**config.mk**
```make
export PLATFORM = sky130hd
export DESIGN_NAME = deadline_timer_heap_unit
export DESIGN_NICKNAME = d
export VERILOG_FILES = /design/src/rtl/dth_pkg.sv /design/src/rtl/dth_ram.sv /design/src/rtl/dth_dp.sv /design/src/rtl/dth_ctrl.sv /design/src/rtl/deadline_timer_heap_unit.sv
export SDC_FILE = /design/constraint.sdc
export NUM_CORES = 2
export LEC_CHECK = 0
export BUFFER_PORTS_ARGS = -buffer_cell sky130_fd_sc_hd__buf_4
export CORE_MARGIN = 4
export CORE_UTILIZATION = 40
export CTS_BUF_LIST = sky130_fd_sc_hd__clkbuf_2
export CTS_CLUSTER_DIAMETER = 80
export DETAILED_ROUTE_END_ITERATION = 6
export PLACE_DENSITY = 0.59
export SYNTH_ARGS = -nofsm -noshare
export SYNTH_HDL_FRONTEND = slang
export SYNTH_HIERARCHICAL = 1
export SYNTH_SLANG_ARGS = --single-unit
```
**constraint.sdc**
```tcl
create_clock -name clk_i -period 8.55 [get_ports clk_i]
set_input_delay 1.2825 -clock clk_i [delete_from_list [all_inputs] [get_ports clk_i]]
set_output_delay 1.2825 -clock clk_i [all_outputs]
set_load 0.1 [all_outputs]
```
**src/rtl/dth_pkg.sv**
```systemverilog
// Shared types and constants for the deadline timer heap.
// No dependencies; imported by dth_dp, dth_ctrl and the top unit (dth_ram does not use it).
package dth_pkg;

  localparam int MAX_TIMERS  = 32;
  localparam int MAX_RESULTS = 32;
  localparam int IDX_W = $clog2(MAX_TIMERS);
  localparam int CNT_W = $clog2(MAX_TIMERS + 1);
  localparam int RES_W = $clog2(MAX_RESULTS + 1);

  typedef enum logic [1:0] {
    FN_TICK    = 2'd0,
    FN_ARM_PER = 2'd1,
    FN_ARM_ONE = 2'd2,
    FN_CANCEL  = 2'd3
  } func_e;

  typedef enum logic [2:0] {
    ST_OK       = 3'd0,
    ST_FULL     = 3'd1,
    ST_NOTFOUND = 3'd2,
    ST_FIRED    = 3'd3,
    ST_NONE     = 3'd4
  } stat_e;

  typedef struct packed {
    logic [31:0] dl;
    logic [23:0] per;
    logic [31:0] id;
    logic        single;
  } entry_t;

  // datapath commands, one per cycle
  typedef enum logic [4:0] {
    OP_NONE,
    OP_INS_INIT,
    OP_INS_PER,
    OP_RD_PARENT,
    OP_UP_MOVE,
    OP_RD_L,
    OP_TAKE_L,
    OP_TAKE_R,
    OP_DN_MOVE,
    OP_WR_E,
    OP_RD_LAST,
    OP_REM_TAKE,
    OP_SCAN_INIT,
    OP_RD_I,
    OP_INC_I,
    OP_TICK_INIT,
    OP_RD_ROOT,
    OP_FIRE,
    OP_PEND,
    OP_EMIT_OK,
    OP_EMIT_FULL,
    OP_EMIT_NF,
    OP_EMIT_NONE,
    OP_EMIT_MID,
    OP_EMIT_LAST
  } dp_op_e;

  typedef struct packed {
    func_e func;
    logic  full;
    logic  cnt_zero;
    logic  i_zero;
    logic  l_in;
    logic  r_in;
    logic  i_lt_cnt;
    logic  e_lt_rd;
    logic  a_lt_e;
    logic  due;
    logic  match;
    logic  res_full;
    logic  pend_v;
    logic  f_single;
    logic  moved;
    logic  out_free;
  } dp_st_t;

endpackage

```
**src/rtl/dth_ram.sv**
```systemverilog
// Generic single-write, single-read RAM with registered read data.
// No dependencies.
module dth_ram #(
  parameter int WIDTH = 8,
  parameter int DEPTH = 32
) (
  input  logic                     clk_i,
  input  logic                     we_i,
  input  logic [$clog2(DEPTH)-1:0] waddr_i,
  input  logic [WIDTH-1:0]         wdata_i,
  input  logic                     re_i,
  input  logic [$clog2(DEPTH)-1:0] raddr_i,
  output logic [WIDTH-1:0]         rdata_o
);
  logic [WIDTH-1:0] mem_q [DEPTH];
  logic [WIDTH-1:0] rdata_q;

  always_ff @(posedge clk_i) begin
    if (we_i) begin
      mem_q[waddr_i] <= wdata_i;
    end
    if (re_i) begin
      rdata_q <= mem_q[raddr_i];
    end
  end

  assign rdata_o = rdata_q;
endmodule

```
**src/rtl/dth_dp.sv**
```systemverilog
// Datapath: heap RAM, count and clock registers, sift registers, result stage.
// Depends on dth_pkg and dth_ram.
module dth_dp (
  input  logic              clk_i,
  input  logic              rst_ni,
  input  logic              in_valid_i,
  input  logic              in_ready_i,
  input  logic [1:0]        func_i,
  input  logic [23:0]       delay_ms_i,
  input  logic [31:0]       timer_id_i,
  input  dth_pkg::dp_op_e   cmd_i,
  output dth_pkg::dp_st_t   st_o,
  output logic              out_valid_o,
  input  logic              out_ready_i,
  output logic [2:0]        status_o,
  output logic [31:0]       fired_id_o,
  output logic [31:0]       fire_time_o,
  output logic [5:0]        active_count_o,
  output logic              last_o
);
  import dth_pkg::*;

  func_e              fn_q;
  logic [23:0]        dly_q;
  logic [31:0]        tid_q;
  logic [CNT_W-1:0]   cnt_q, i_q, pick_q;
  logic [31:0]        clk_q;
  logic               moved_q;
  entry_t             e_q, a_q, f_q, rd;
  logic [RES_W-1:0]   n_q;
  logic               pv_q;
  logic [31:0]        pid_q;
  logic [CNT_W-1:0]   pcnt_q;
  logic               ov_q, olast_q;
  stat_e              os_q;
  logic [31:0]        oid_q, otime_q;
  logic [CNT_W-1:0]   ocnt_q;

  logic               we, re;
  logic [IDX_W-1:0]   waddr, raddr;
  entry_t             wdata;
  logic [CNT_W:0]     l_ix, r_ix, cnt_x, par_ix, last_ix;
  logic               out_free;
  logic [23:0]        per_cl;
  logic [CNT_W+5:0]   ocnt_x;

  logic [$bits(entry_t)-1:0] rdata_raw;

  assign rd      = entry_t'(rdata_raw);
  assign cnt_x   = {1'b0, cnt_q};
  assign l_ix    = {i_q, 1'b0} + (CNT_W+1)'(1);
  assign r_ix    = {i_q, 1'b0} + (CNT_W+1)'(2);
  assign par_ix  = ({1'b0, i_q} - (CNT_W+1)'(1)) >> 1;
  assign last_ix = cnt_x - (CNT_W+1)'(1);
  assign out_free = !ov_q || out_ready_i;
  assign per_cl  = (f_q.per == 24'd0) ? 24'd1 : f_q.per;

  always_comb begin
    we    = 1'b0;
    re    = 1'b0;
    waddr = i_q[IDX_W-1:0];
    wdata = e_q;
    raddr = i_q[IDX_W-1:0];
    unique case (cmd_i)
      OP_RD_PARENT: begin re = 1'b1; raddr = par_ix[IDX_W-1:0]; end
      OP_UP_MOVE:   begin we = 1'b1; wdata = rd; end
      OP_RD_L:      begin re = 1'b1; raddr = l_ix[IDX_W-1:0]; end
      OP_TAKE_L:    begin re = 1'b1; raddr = r_ix[IDX_W-1:0]; end
      OP_DN_MOVE:   begin we = 1'b1; wdata = a_q; end
      OP_WR_E:      we = 1'b1;
      OP_RD_LAST:   begin re = 1'b1; raddr = last_ix[IDX_W-1:0]; end
      OP_RD_I:      re = 1'b1;
      OP_RD_ROOT:   begin re = 1'b1; raddr = '0; end
      default: ;
    endcase
  end

  dth_ram #(
    .WIDTH($bits(entry_t)),
    .DEPTH(MAX_TIMERS)
  ) u_ram (
    .clk_i  (clk_i),
    .we_i   (we),
    .waddr_i(waddr),
    .wdata_i(wdata),
    .re_i   (re),
    .raddr_i(raddr),
    .rdata_o(rdata_raw)
  );

  // input capture
  always_ff @(posedge clk_i) begin
    if (in_valid_i && in_ready_i) begin
      fn_q  <= func_e'(func_i);
      dly_q <= delay_ms_i;
      tid_q <= timer_id_i;
    end
  end

  // working registers
  always_ff @(posedge clk_i or negedge rst_ni) begin
    if (!rst_ni) begin
      cnt_q   <= '0;
      clk_q   <= '0;
      i_q     <= '0;
      pick_q  <= '0;
      moved_q <= 1'b0;
      n_q     <= '0;
      pv_q    <= 1'b0;
    end else begin
      unique case (cmd_i)
        OP_INS_INIT: begin
          e_q     <= '{dl: clk_q + {8'd0, dly_q}, per: dly_q, id: tid_q,
                       single: (fn_q == FN_ARM_ONE)};
          i_q     <= cnt_q;
          cnt_q   <= cnt_q + CNT_W'(1);
          moved_q <= 1'b0;
        end
        OP_INS_PER: begin
          e_q     <= '{dl: clk_q + {8'd0, per_cl}, per: f_q.per, id: f_q.id,
                       single: 1'b0};
          i_q     <= cnt_q;
          cnt_q   <= cnt_q + CNT_W'(1);
          moved_q <= 1'b0;
        end
        OP_UP_MOVE: begin
          i_q     <= par_ix[CNT_W-1:0];
          moved_q <= 1'b1;
        end
        OP_TAKE_L: begin
          a_q    <= rd;
          pick_q <= l_ix[CNT_W-1:0];
        end
        OP_TAKE_R: begin
          if (!(a_q.dl < rd.dl)) begin
            a_q    <= rd;
            pick_q <= r_ix[CNT_W-1:0];
          end
        end
        OP_DN_MOVE: i_q <= pick_q;
        OP_REM_TAKE: begin
          e_q     <= rd;
          cnt_q   <= cnt_q - CNT_W'(1);
          moved_q <= 1'b0;
        end
        OP_SCAN_INIT: i_q <= '0;
        OP_INC_I:     i_q <= i_q + CNT_W'(1);
        OP_TICK_INIT: begin
          clk_q <= clk_q + 32'd1;
          n_q   <= '0;
          pv_q  <= 1'b0;
        end
        OP_FIRE: begin
          f_q <= rd;
          i_q <= '0;
        end
        OP_PEND: begin
          pv_q   <= 1'b1;
          pid_q  <= f_q.id;
          pcnt_q <= cnt_q;
          n_q    <= n_q + RES_W'(1);
        end
        OP_EMIT_MID, OP_EMIT_LAST: pv_q <= 1'b0;
        default: ;
      endcase
    end
  end

  // result stage
  always_ff @(posedge clk_i or negedge rst_ni) begin
    if (!rst_ni) begin
      ov_q <= 1'b0;
    end else begin
      unique case (cmd_i)
        OP_EMIT_OK, OP_EMIT_FULL, OP_EMIT_NF, OP_EMIT_NONE: begin
          ov_q    <= 1'b1;
          oid_q   <= '0;
          otime_q <= clk_q;
          ocnt_q  <= cnt_q;
          olast_q <= 1'b1;
          unique case (cmd_i)
            OP_EMIT_OK:   os_q <= ST_OK;
            OP_EMIT_FULL: os_q <= ST_FULL;
            OP_EMIT_NF:   os_q <= ST_NOTFOUND;
            default:      os_q <= ST_NONE;
          endcase
        end
        OP_EMIT_MID, OP_EMIT_LAST: begin
          ov_q    <= 1'b1;
          os_q    <= ST_FIRED;
          oid_q   <= pid_q;
          otime_q <= clk_q;
          ocnt_q  <= pcnt_q;
          olast_q <= (cmd_i == OP_EMIT_LAST);
        end
        default: begin
          if (out_ready_i) begin
            ov_q <= 1'b0;
          end
        end
      endcase
    end
  end

  assign ocnt_x         = {6'd0, ocnt_q};
  assign out_valid_o    = ov_q;
  assign status_o       = os_q;
  assign fired_id_o     = oid_q;
  assign fire_time_o    = otime_q;
  assign active_count_o = ocnt_x[5:0];
  assign last_o         = olast_q;

  always_comb begin
    st_o.func     = fn_q;
    st_o.full     = (cnt_q == CNT_W'(MAX_TIMERS));
    st_o.cnt_zero = (cnt_q == '0);
    st_o.i_zero   = (i_q == '0);
    st_o.l_in     = (l_ix < cnt_x);
    st_o.r_in     = (r_ix < cnt_x);
    st_o.i_lt_cnt = (i_q < cnt_q);
    st_o.e_lt_rd  = (e_q.dl < rd.dl);
    st_o.a_lt_e   = (a_q.dl < e_q.dl);
    st_o.due      = (rd.dl <= clk_q);
    st_o.match    = (rd.id == tid_q);
    st_o.res_full = (n_q == RES_W'(MAX_RESULTS));
    st_o.pend_v   = pv_q;
    st_o.f_single = f_q.single;
    st_o.moved    = moved_q;
    st_o.out_free = out_free;
  end

  a_cnt_range: assert property (@(posedge clk_i) disable iff (!rst_ni)
    cnt_q <= CNT_W'(MAX_TIMERS))
    else $error("armed count above capacity");
  a_wr_in_heap: assert property (@(posedge clk_i) disable iff (!rst_ni)
    we |-> (i_q < cnt_q))
    else $error("heap write outside armed slots");
  a_last_nonfire: assert property (@(posedge clk_i) disable iff (!rst_ni)
    (ov_q && os_q != ST_FIRED) |-> olast_q)
    else $error("non-fire result not marked last");
endmodule

```
**src/rtl/dth_ctrl.sv**
```systemverilog
// Sequencer for arm, cancel and tick items; issues one datapath command a cycle.
// Depends on dth_pkg.
module dth_ctrl (
  input  logic            clk_i,
  input  logic            rst_ni,
  input  logic            in_valid_i,
  input  dth_pkg::dp_st_t st_i,
  output dth_pkg::dp_op_e cmd_o,
  output logic            idle_o
);
  import dth_pkg::*;

  typedef enum logic [4:0] {
    S_IDLE, S_DISP,
    S_UP_TOP, S_UP_CHK,
    S_DN_TOP, S_DN_L, S_DN_R, S_DN_CMP,
    S_WR_E, S_DONE,
    S_RM_RD, S_RM_TAKE, S_RM_CHK,
    S_SC_RD, S_SC_CHK,
    S_TK_CHK, S_TK_DUE, S_TK_FLUSH, S_TK_FIRE, S_TK_INS, S_TK_PEND, S_TK_END,
    S_E_OK, S_E_FULL, S_E_NF
  } state_e;

  typedef enum logic [1:0] {
    J_ARM, J_CANCEL, J_TICK_REM, J_TICK_INS
  } job_e;

  state_e state_q, state_d, stop_to;
  job_e   job_q, job_d;
  logic   idle_q;

  // where a sift-up ends: inserts and moved entries are written, else sift down
  assign stop_to = (st_i.moved || job_q == J_ARM || job_q == J_TICK_INS)
                   ? S_WR_E : S_DN_TOP;

  always_comb begin
    state_d = state_q;
    job_d   = job_q;
    cmd_o   = OP_NONE;
    unique case (state_q)
      S_IDLE: if (in_valid_i && idle_q) state_d = S_DISP;
      S_DISP: begin
        unique case (st_i.func)
          FN_TICK: begin cmd_o = OP_TICK_INIT; state_d = S_TK_CHK; end
          FN_CANCEL: begin cmd_o = OP_SCAN_INIT; state_d = S_SC_RD; end
          default: begin
            if (st_i.full) begin
              state_d = S_E_FULL;
            end else begin
              cmd_o = OP_INS_INIT; job_d = J_ARM; state_d = S_UP_TOP;
            end
          end
        endcase
      end
      S_UP_TOP: begin
        if (st_i.i_zero) state_d = stop_to;
        else begin cmd_o = OP_RD_PARENT; state_d = S_UP_CHK; end
      end
      S_UP_CHK: begin
        if (st_i.e_lt_rd) begin cmd_o = OP_UP_MOVE; state_d = S_UP_TOP; end
        else state_d = stop_to;
      end
      S_DN_TOP: begin
        if (st_i.l_in) begin cmd_o = OP_RD_L; state_d = S_DN_L; end
        else state_d = S_WR_E;
      end
      S_DN_L: begin
        cmd_o = OP_TAKE_L;
        state_d = st_i.r_in ? S_DN_R : S_DN_CMP;
      end
      S_DN_R: begin cmd_o = OP_TAKE_R; state_d = S_DN_CMP; end
      S_DN_CMP: begin
        if (st_i.a_lt_e) begin cmd_o = OP_DN_MOVE; state_d = S_DN_TOP; end
        else state_d = S_WR_E;
      end
      S_WR_E: begin cmd_o = OP_WR_E; state_d = S_DONE; end
      S_DONE: begin
        unique case (job_q)
          J_ARM, J_CANCEL: state_d = S_E_OK;
          J_TICK_REM:      state_d = st_i.f_single ? S_TK_PEND : S_TK_INS;
          J_TICK_INS:      state_d = S_TK_PEND;
        endcase
      end
      S_RM_RD:   begin cmd_o = OP_RD_LAST; state_d = S_RM_TAKE; end
      S_RM_TAKE: begin cmd_o = OP_REM_TAKE; state_d = S_RM_CHK; end
      S_RM_CHK:  state_d = st_i.i_lt_cnt ? S_UP_TOP : S_DONE;
      S_SC_RD: begin
        if (st_i.i_lt_cnt) begin cmd_o = OP_RD_I; state_d = S_SC_CHK; end
        else state_d = S_E_NF;
      end
      S_SC_CHK: begin
        if (st_i.match) begin job_d = J_CANCEL; state_d = S_RM_RD; end
        else begin cmd_o = OP_INC_I; state_d = S_SC_RD; end
      end
      S_TK_CHK: begin
        if (st_i.cnt_zero || st_i.res_full) state_d = S_TK_END;
        else begin cmd_o = OP_RD_ROOT; state_d = S_TK_DUE; end
      end
      S_TK_DUE: begin
        if (!st_i.due) state_d = S_TK_END;
        else state_d = st_i.pend_v ? S_TK_FLUSH : S_TK_FIRE;
      end
      S_TK_FLUSH: begin
        if (st_i.out_free) begin cmd_o = OP_EMIT_MID; state_d = S_TK_FIRE; end
      end
      S_TK_FIRE: begin
        cmd_o = OP_FIRE; job_d = J_TICK_REM; state_d = S_RM_RD;
      end
      S_TK_INS: begin
        cmd_o = OP_INS_PER; job_d = J_TICK_INS; state_d = S_UP_TOP;
      end
      S_TK_PEND: begin cmd_o = OP_PEND; state_d = S_TK_CHK; end
      S_TK_END: begin
        if (st_i.out_free) begin
          cmd_o = st_i.pend_v ? OP_EMIT_LAST : OP_EMIT_NONE;
          state_d = S_IDLE;
        end
      end
      S_E_OK:   if (st_i.out_free) begin cmd_o = OP_EMIT_OK; state_d = S_IDLE; end
      S_E_FULL: if (st_i.out_free) begin cmd_o = OP_EMIT_FULL; state_d = S_IDLE; end
      S_E_NF:   if (st_i.out_free) begin cmd_o = OP_EMIT_NF; state_d = S_IDLE; end
      default:  state_d = S_IDLE;
    endcase
  end

  always_ff @(posedge clk_i or negedge rst_ni) begin
    if (!rst_ni) begin
      state_q <= S_IDLE;
      job_q   <= J_ARM;
      idle_q  <= 1'b1;
    end else begin
      state_q <= state_d;
      job_q   <= job_d;
      idle_q  <= (state_d == S_IDLE) && !(state_q == S_IDLE && in_valid_i && idle_q);
    end
  end

  assign idle_o = idle_q;

  a_idle_state: assert property (@(posedge clk_i) disable iff (!rst_ni)
    idle_q |-> state_q == S_IDLE)
    else $error("ready raised outside idle");
  a_accept_disp: assert property (@(posedge clk_i) disable iff (!rst_ni)
    (idle_q && in_valid_i) |=> (state_q == S_DISP && !idle_q))
    else $error("accepted beat not dispatched");
  a_emit_free: assert property (@(posedge clk_i) disable iff (!rst_ni)
    (cmd_o == OP_EMIT_OK || cmd_o == OP_EMIT_LAST || cmd_o == OP_EMIT_MID)
      |-> st_i.out_free)
    else $error("result emitted over a held beat");
endmodule

```
**src/rtl/deadline_timer_heap_unit.sv**
```systemverilog
// Deadline timer heap: binary min-heap of timers in one RAM.
// Arm sifts the new timer up; cancel scans the slots in order and then removes
// the match; tick advances the ms clock and fires each due timer from the root.
// One item at a time: in_ready_o stays low until the item's last result is issued.
// Reset: asynchronous active low; clears armed count and clock, heap RAM is not cleared.
// Depends on dth_pkg, dth_ctrl, dth_dp, dth_ram.
module deadline_timer_heap_unit (
  input  logic        clk_i,
  input  logic        rst_ni,
  input  logic        in_valid_i,
  output logic        in_ready_o,
  input  logic [1:0]  func_i,
  input  logic [23:0] delay_ms_i,
  input  logic [31:0] timer_id_i,
  output logic        out_valid_o,
  input  logic        out_ready_i,
  output logic [2:0]  status_o,
  output logic [31:0] fired_id_o,
  output logic [31:0] fire_time_o,
  output logic [5:0]  active_count_o,
  output logic        last_o
);
  import dth_pkg::*;

  dp_op_e cmd;
  dp_st_t st;
  logic   idle;

  // The controller walks sifts, scans and tick firing; the datapath holds the
  // heap, the count and the ms clock. A fired result is held back one step so
  // its last flag is known before the beat goes out.
  dth_ctrl u_ctrl (
    .clk_i     (clk_i),
    .rst_ni    (rst_ni),
    .in_valid_i(in_valid_i),
    .st_i      (st),
    .cmd_o     (cmd),
    .idle_o    (idle)
  );

  dth_dp u_dp (
    .clk_i         (clk_i),
    .rst_ni        (rst_ni),
    .in_valid_i    (in_valid_i),
    .in_ready_i    (idle),
    .func_i        (func_i),
    .delay_ms_i    (delay_ms_i),
    .timer_id_i    (timer_id_i),
    .cmd_i         (cmd),
    .st_o          (st),
    .out_valid_o   (out_valid_o),
    .out_ready_i   (out_ready_i),
    .status_o      (status_o),
    .fired_id_o    (fired_id_o),
    .fire_time_o   (fire_time_o),
    .active_count_o(active_count_o),
    .last_o        (last_o)
  );

  assign in_ready_o = idle;
endmodule

```
==> results.cfg <==
[clock_network]
cts_root_buf = clkbuf_2
post_cts_buffers = 0
cts.clk_slew.worst_paths_ns = 0.11
cts_tree = done
cts_hold_buf = 124
cts_num_sinks = 3409
clock_latency_ns = 2.27
cts-resized-gates = 0
cts_buffers = 836
cts_max_path_buffers = 4
h-tree-depth = 6

[yosys]
synth_ff_type = edfxtp_1
yosysTopAreaCell = edfxtp_1
async_flop_share = 0.01965
ys_ff_latch = 3409
yosysTopAreaCellShare = 0.7355
syn_nets = 7699
synth_cell_type_count = 95
netlist_instances = 7455
synth-edff-count = 3342
ys_seq_area_frac = 0.7478
netlist_area_um2 = 136400
synth_area_leaders = edfxtp_1 (74%), mux4_2 (5.9%), mux2i_1 (5.2%), a22oi_1 (2.9%), ha_1 (1.7%)
yosys_warnings = 6
synth_area_per_cell_um2 = 18.30

[grt]
grt_max_degree = 92
antenna_found_initial = 17
grt_pass1_wl_um = 592700
gr-total-overflow = 0
grt_usage = 0.2376
grt_pass1_vias = 79010

[detailed_routing]
drt_iter0_markers = 10960
drt-wirelength-per-cell_um = 31.41
viasPerCell = 5.881
wl_um = 426200
ant_nets = 0
first_pass_iters = 7
drc = 5
num_vias = 79790

[worst_setup_path]
critPathCaptureType = flip-flop
arrival_ns = 10.03
start_kind = flip-flop
reg2reg_depth = 25
crit_required_ns = 10.44
critPathKind = reg2reg
crit_fanout = 42
r2r_start = u_dp/u_ram/rdata_o[68]
crit_start = u_dp/u_ram/rdata_o[68]

[floorplan]
row_count = 214
design.die.area_um2 = 350500
fp.coreArea_um2 = 339800
die_h_um = 592.1
start_util = 0.4016
ios = 138
die_w_um = 592.1

[layout]
fin_nets = 8689
final_cells = 13570
drive_gt1_frac = 0.2406
area_delta_synth_final_pct = 12.84

[timing]
rsz0062_at_grt = false
min_period_ns = 8.134
finalCritPeriodShare = 0.9513
relSlewSlack = 0.03366
maxSlewViolCount = 0
clock.fmax_mhz = 122.9
fin_setup_tns_ns = 0
tightest_slew_ns = 1.450
fin_worst_skew_ns = 0.2461
final-setup-viol-count = 0
hold_violations = 0

[status]
status = finished, violations left
violations = DRC

[placed_design]
dpl.hpwl_um = 233800
dp.cells = 12020
gp_congestion = 0.9053
io_buffers = 137

[job]
cap_violations = 0

[worst_hold_path]
min_path_type = in2async
[cell usage after synthesis (30+ instances only)]
cell and number:
a21o_1 55, a31oi_1 63, a22oi_1 532, nand3_1 220, xor2_1 48, nor3_1 37, ha_1 180, nand4_1 76
xnor2_1 50, edfxtp_1 3342, mux2i_1 714, clkbuf_1 192, mux4_2 357, nand2_1 239, and2_1 51, nand2b_1 30
nor2_1 143, buf_2 126, a222oi_1 89, o21ai_0 77, inv_1 211, nor2b_1 40, a22o_1 56, a21oi_1 101
buf_6 31, dfrtp_1 66
[path summary, 6_finish.rpt]
| kind | to | slack, ns |
|---|---|---|
| max | u_dp/e_q[83] | 0.42 |
| max reg2reg | u_dp/e_q[83] | 0.42 |
| min reg2reg | u_dp/f_q[46] | 0.44 |
| max in group asynchronous | u_dp/pick_q[2] | 6.77 |
| min | u_dp/clk_q[16] | 0.37 |
| min in group clk_i | u_dp/dly_q[11] | 0.38 |
[flip-flops by register name (all words and copies together) (netlist names), 56 cells and up]
signal,flops
u_dp/u_ram/rdata_o,89
u_dp/a_q,89
u_dp/u_ram/mem_q,2848
u_dp/f_q,56
u_dp/e_q,89
[cells in the final DEF, fill, tap and decap left out, types with 15 or more instances in the layout]
cell type	Yosys	final
and2_1	51	47
nor2_1	143	103
buf_4	26	300
a22oi_1	532	532
nor2b_1	40	31
xor2_1	48	48
mux2_2	25	25
a21o_1	55	55
a222oi_1	89	89
dfrtp_1	66	66
mux4_2	357	357
nand3_1	220	219
nand2_1	239	238
a21oi_1	101	98
nor3_1	37	34
mux2i_1	714	714
dlygate4sd3_1	0	124
nor4_1	26	26
nand4_1	76	76
o21ai_0	77	77
edfxtp_1	3342	3342
a22o_1	56	56
inv_6	0	17
inv_1	211	211
xnor2_1	50	50
o21a_1	15	15
ha_1	180	180
nor2_4	1	40
clkinv_1	3	156
a31oi_1	63	61
buf_12	0	128
o22ai_1	17	16
clkbuf_2	1	1167
nand2b_1	30	30
clkinv_2	0	35
[cell families after synthesis]
kind of cell             synth area share
flip-flops                         0.7478
AO/OA/AOI/OAI                     0.06059
multiplexers                       0.1134
AND/OR/NAND/NOR                   0.03460
buffers and inverters             0.02056
adder cells (fa/ha/maj)           0.01680
XOR/XNOR                         0.006290
[metal layers]
layer | up-vias | global-route usage | wire length [um]
li1 | 32860 | - | -
met1 | 41660 | 0.3330 | 171900
met2 | 4555 | 0.3737 | 199000
met3 | 706 | 0.04432 | 40820
met4 | 8 | 0.08250 | 14450
met5 | - | 0 | 55
[through the flow]
stage | utilization | hold slack, ns | worst slack, ns | cell area [um^2]
after detailed placement | 0.4280 | 0.4378 | 0.5429 | 145400
after global placement | 0.4280 | 0.4409 | 0.6875 | 145400
after floorplan | - | 0.4231 | 0.5166 | 136400
final | 0.4531 | 0.3712 | 0.4164 | 154000
after CTS | 0.4530 | 0.01965 | 0.5542 | 153900
after global routing | 0.4531 | 0.1771 | 0.1242 | 153900
[layout make-up]
cell class	count	area, um^2
Inverter	214	805.8
Tap cell	4536	5675
Sequential cell	3409	102000
Clock inverter	245	1410
Antenna cell	12	30.03
Fill cell	29350	185800
Multi-Input combinational cell	3432	32110
Timing Repair Buffer	552	6056
Clock buffer	1167	5841
[critical path: stages (launching register included)]
cell	delay [ns]
edfxtp_1	0.81
inv_1	0.17
ha_1	0.34
nand4_1	0.13
a211oi_1	0.53
o21ai_0	0.14
a21oi_1	0.23
o21ai_0	0.15
o2bb2ai_1	0.19
nand3_1	0.11
nand2_1	0.06
a211oi_1	0.26
nand3_1	0.57
nor4_4	0.51
buf_12	0.28
mux2_2	0.51
fa_1	0.48
a211oi_1	0.35
or4_1	0.21
a21bo_1	0.21
a21oi_1	0.11
nor3_1	0.45
buf_4	0.21
nor2_4	0.06
and3_1	0.22
a311oi_1	0.44
Power is left out: the tool's default activity adds up to more than one toggle a clock period on the data nets, which glitch-free logic cannot reach.
